`config.mk`:
```
export PLATFORM = sky130hd
export DESIGN_NAME = hrr_back
export DESIGN_NICKNAME = d
export VERILOG_FILES = /design/src/sv/hrr_pkg.sv /design/src/sv/hrr_back.sv
export SDC_FILE = /design/constraint.sdc
export NUM_CORES = 1
export LEC_CHECK = 0
export BUFFER_PORTS_ARGS = -buffer_cell sky130_fd_sc_hd__buf_2
export CORE_AREA = 2 2 177 179
export DETAILED_ROUTE_END_ITERATION = 7
export DIE_AREA = 0 0 179 181
export GPL_TIMING_DRIVEN = 0
export HOLD_SLACK_MARGIN = 0.06
export PLACE_DENSITY_LB_ADDON = 0.08
export SKIP_LAST_GASP = 1
export SYNTH_ARGS = -nofsm -noshare
export SYNTH_HDL_FRONTEND = slang
export SYNTH_SLANG_ARGS = --single-unit
```
`constraint.sdc`:
```
create_clock -name clk -period 5.9 [get_ports clk]
set_input_delay 0.295 -clock clk [delete_from_list [all_inputs] [get_ports clk]]
set_output_delay 0.295 -clock clk [all_outputs]
set_load 0.05 [all_outputs]
```
`src/sv/hrr_pkg.sv`:
```
package hrr_pkg;

    localparam int NUM_REGS    = 8;
    localparam int IDX_W       = 3;
    localparam int FRONT_STG   = 4;
    localparam int STEPS_PER   = 2;
    localparam int QUO_W       = 40;
    localparam int DIV_STG     = QUO_W / STEPS_PER;
    localparam int NUM_STG     = FRONT_STG + DIV_STG + 1;
    localparam int NLO_W       = 24;

    localparam logic [31:0] ONE_Q20 = 32'h0010_0000;
    localparam logic signed [43:0] RES_MAX = 44'sh000_7FFF_FFFF;
    localparam logic signed [43:0] RES_MIN = -44'sh000_8000_0000;
    localparam logic [40:0] QUO_CLAMP = 41'h100_0000_0000;

    localparam logic [IDX_W-1:0] IDX_R0C0 = 3'd0;
    localparam logic [IDX_W-1:0] IDX_R1C1 = 3'd4;

    typedef logic [NUM_REGS-1:0][31:0] hom_t;

    // identity: entries (0,0) and (1,1) at 1.0
    localparam hom_t HOM_RESET = {32'h0, 32'h0, 32'h0, ONE_Q20,
                                  32'h0, 32'h0, 32'h0, ONE_Q20};

    typedef struct packed {
        logic [63:0]      rem;
        logic [NLO_W-1:0] nlo;
        logic [QUO_W-1:0] quo;
        logic             ovf;
        logic             neg;
        logic             num_neg;
    } lane_t;

    typedef struct packed {
        lane_t        lx;
        lane_t        ly;
        logic [63:0]  den;
        logic         zero;
        logic [31:0]  ref_x;
        logic [31:0]  ref_y;
        logic         last;
    } item_t;

    function automatic lane_t div_steps(lane_t l, logic [63:0] d);
        lane_t       r;
        logic [63:0] t;
        r = l;
        for (int i = 0; i < STEPS_PER; i++)
        begin
            t     = {r.rem[62:0], r.nlo[NLO_W-1]};
            r.nlo = {r.nlo[NLO_W-2:0], 1'b0};
            if (t >= d)
            begin
                r.rem = t - d;
                r.quo = {r.quo[QUO_W-2:0], 1'b1};
            end
            else
            begin
                r.rem = t;
                r.quo = {r.quo[QUO_W-2:0], 1'b0};
            end
        end
        return r;
    endfunction

endpackage

```
`src/sv/hrr_back.sv`:
```
module hrr_back (
    input  logic               clk,
    input  logic               en,
    input  hrr_pkg::item_t     item,
    output logic signed [31:0] res_x,
    output logic signed [31:0] res_y,
    output logic               zero_denominator,
    output logic               last_result
);
    import hrr_pkg::*;

    logic [31:0] rx_reg, ry_reg, rx_next, ry_next;
    logic        z_reg, l_reg;

    function automatic logic [31:0] lane_result(lane_t l, logic zero, logic [31:0] r);
        logic [40:0]        q;
        logic signed [43:0] p;
        logic signed [43:0] diff;
        logic [31:0]        res;
        q = l.ovf ? QUO_CLAMP : {1'b0, l.quo};
        p = l.neg ? -$signed({3'b0, q}) : $signed({3'b0, q});
        diff = p - $signed({{12{r[31]}}, r});
        if (zero)
        begin
            res = l.num_neg ? RES_MIN[31:0] : RES_MAX[31:0];
        end
        else if (diff > RES_MAX)
        begin
            res = RES_MAX[31:0];
        end
        else if (diff < RES_MIN)
        begin
            res = RES_MIN[31:0];
        end
        else
        begin
            res = diff[31:0];
        end
        return res;
    endfunction

    always_comb
    begin
        rx_next = lane_result(item.lx, item.zero, item.ref_x);
        ry_next = lane_result(item.ly, item.zero, item.ref_y);
    end

    always_ff @(posedge clk)
    begin
        if (en)
        begin
            rx_reg <= rx_next;
            ry_reg <= ry_next;
            z_reg  <= item.zero;
            l_reg  <= item.last;
        end
    end

    assign res_x            = rx_reg;
    assign res_y            = ry_reg;
    assign zero_denominator = z_reg;
    assign last_result      = l_reg;

endmodule

```
==> impl_results.md <==
* WL final at about 44,000 µm
* Yosys cell types at 81
* Slowest cell on crit path: or4_4
* Clk network pwr share at 0.170
* Hold Crit Class: input pin to register
* Commonest non-fill, non-tap cell in the layout: buf_2
* Post-DP HPWL at about 36,000 µm
* IO buf count at 217
* Initial Util at 0.384
* Die height at 181 µm
* CP Launch Point: item[270]
* Util after Layout at 0.469
* Final setup vio count at 0
* WL per Instance at 19.5 µm
* Final worst path period share at 0.983
* Slew Viols, Final at 0
* IO Count at 460
* Logic pwr share at 0.635
* Post-route ant nets at 0
* Hold path start: item[0]
* Chip width at 179 µm
* First-pass GRT wire length at about 68,000 µm
* Mean post-synth cell area at between 7 and 8 µm²
* Die area at 32,400 µm²
* Lkg Pwr at around 6.0 nW
* Total Power at 0.00330 W
* Required time worst endpoint at just under 6 ns
* Net count of the mapped netlist at 2,105
* CTS clk-pin slew, worst paths at 0.06 ns
* Inserted Clock Buffers at 9
* RSZ-0062 raised after global routing: true
* Slew @ Worst Pin at 0.869 ns
* Yosys reg bits at 66
* Clock Path Buffers at 2
* Largest net degree at the start of global routing at 67
* CP Capture Type: register
* CTS Sinks at 66
* Dpl cells at 2,234
* Max-slew headroom at 0.421
* Ratio of cells with drive above 1 in the final layout at 0.215
* Hold buffers post-CTS at 0
* Vias in the first global route at 12,300
* Vias at 13,400
* Worst Path Arrival at 5.80 ns
* Cell Area, Placed at 13,200 µm²
* EDFF count, synth at 66
* Grt ovf at 0
* Crit path kind: input pin to register
* Gr usage total at 0.265
* H-tree Lvls at 3
* Drt first pass iters at 5
* Max-capacitance violation count at 0
* Main synth FF type: edfxtp_1
* Max VDD drop at about 0.14 mV
* Pwr Density at between 200 and 250 nW/µm²
* Syn Inst Count at 1,621
* Most frequent cells in the layout: buf_2 (228), nand2_1 (140), nor2_1 (127), a21oi_1 (121), o21ai_0 (116)
* Critical Path Fanout Max at 10
* Number of antenna diodes at 0
* Rows at between 60 and 70
* Root Buffer: clkbuf_16
* Fin nets at between 2,000 and 2,500
* Top achievable clock speed at 172 MHz
* Worst hold slack at 0.148 ns
* Antenna violations before repair at 0
* Residual DRC at 0
* Number of synthesis warnings at 0
* Area Growth Syn to Fin at 22.1%
* Synthesized cell area at 11,700 µm²
* GPL Wtd Cong at approximately 0.9
* Cell area after layout at 14,200 µm²
* Non-filler cells, final at about 2,300
* DR iter-0 viols at around 1,100
* Via density per instance at 5.96
* CP Launch Type: input pin
* Ys async rst share at 0
* Run status: finished clean
* Core Box Area at 30,300 µm²
* TritonCTS clock tree: done
* Switching power at between 0.0015 and 0.002 W
* Register share of total power at 0.195
* Tmin final at roughly 5.8 ns
* Fillers at ~3,200
* Final count of hold timing violations at 0
* Switching Fraction at 0.502
* Slowest cell delay on critical path at 0.54 ns
* Worst path cell trace: buf_2, or4_4, o21ai_2, nand3b_1, nor2_1, o21ai_1, or2_4, o21ai_2, o31a_1, buf_4, xnor2_1, ha_2, a21o_1, a31o_2, a221o_1, a21oi_4, inv_1, o31a_1, a22o_1, or3b_4, o31ai_4, buf_12, buf_6, o211ai_1
* Pint at 0.00164 W
* Sequential cell area fraction in the yosys report at 0.170
worst max-delay path: cells and delay by family:
kind | cells | cell delay [ns]
AO/OA/AOI/OAI | 12 | 2.85
XOR/XNOR | 1 | 0.13
adder cells (fa/ha/maj) | 1 | 0.35
buffers and inverters | 5 | 0.62
AND/OR/NAND/NOR | 5 | 1.56
state kept, by name, indices dropped and copies added, names as in the netlist:
signal            count
res_y                32
zero_denominator      1
last_result           1
res_x                32
routing by layer:
| metal | global-route usage | up-vias | share of wire |
|---|---|---|---|
| met5 | 0 | - | 0 |
| met4 | 0.0579 | 0 | 0.020 |
| met3 | 0.0425 | 44 | 0.069 |
| met2 | 0.396 | 453 | 0.43 |
| met1 | 0.395 | 6424 | 0.48 |
| li1 | - | 6524 | - |
synth_stat cells, drive strengths merged (5+ instances only):
master	n	area share
nor3	72	0.031
a211oi	15	0.011
clkbuf	84	0.027
ha	88	0.094
a31o	5	0.0038
nand2	141	0.045
a21oi	125	0.054
xor2	50	0.038
nand4	48	0.026
or2	11	0.0059
a221oi	6	0.0056
a221o	5	0.0043
o31a	5	0.0038
a21o	30	0.019
o31ai	23	0.016
o311ai	16	0.012
mux2i	13	0.011
nand4b	13	0.0098
or3	21	0.011
a311oi	10	0.0075
nand2b	24	0.013
inv	104	0.033
o21bai	20	0.013
a31oi	41	0.022
buf	21	0.010
nor4	23	0.013
xnor2	64	0.049
and2	16	0.0086
nand3	32	0.014
or4	11	0.0071
edfxtp	66	0.17
o211ai	32	0.025
and4	6	0.0045
and3	11	0.0059
nor2b	30	0.016
o21a	15	0.0097
o21ai	130	0.056
a2111oi	7	0.0058
nor2	128	0.041
final timing paths:
kind / end / slack (ns) / cells past startpoint
max: res_x[9] / 0.1 / 24
min: last_result / 0.15 / 1
metrics by stage:
stage / worst slack [ns] / TNS (ns)
finish: 0.0996 / 0
global route: -0.0750 / -0.0806
CTS: -0.00139 / -0.00139
detailed placement: -2.30 / -114.57
global placement: -2.35 / -115.21
floorplan: 0.0865 / 0
area by class of cell:
type,instances,area (µm²),area share
repair buffers,233,1230,0.0867
plain buffers,95,484,0.0340
inverters,106,403,0.0283
multi-input cells,1344,9330,0.656
clock buffers,9,225,0.0158
clock inverters,7,77.6,0.00545
flip-flops and latches,66,1980,0.139
well taps,396,495,0.0348
power by group through the flow:
stage | clock network, W | logic [W] | registers, W
floorplan | 0 | 0.00112 | 0.000914
global placement | 0 | 0.00192 | 0.000654
detailed placement | 0 | 0.00193 | 0.000653
CTS | 0.000572 | 0.00199 | 0.000645
global route | 0.000592 | 0.00227 | 0.000652
finish | 0.000560 | 0.00209 | 0.000643
cells by family (layout without fill, tap and decap cells):
logic type,Yosys count,count (layout),synth area share
flops,66,66,0.170
mux,13,13,0.0112
simple gates,601,601,0.264
buf+inv,211,450,0.0714
xor+xnor,114,114,0.0863
fa+ha+maj,90,90,0.0979
compound gates,526,526,0.299
timing repair:
action / 4_1_cts / 5_1_grt
endpoints found under the setup margin: 64 / 63
setup buffers: 6 / 10
pin swaps: 7 / 19
endpoints found under the hold margin: 0 / 0
gates resized for setup: 78 / 91
Power figures use the tool's default switching activity.
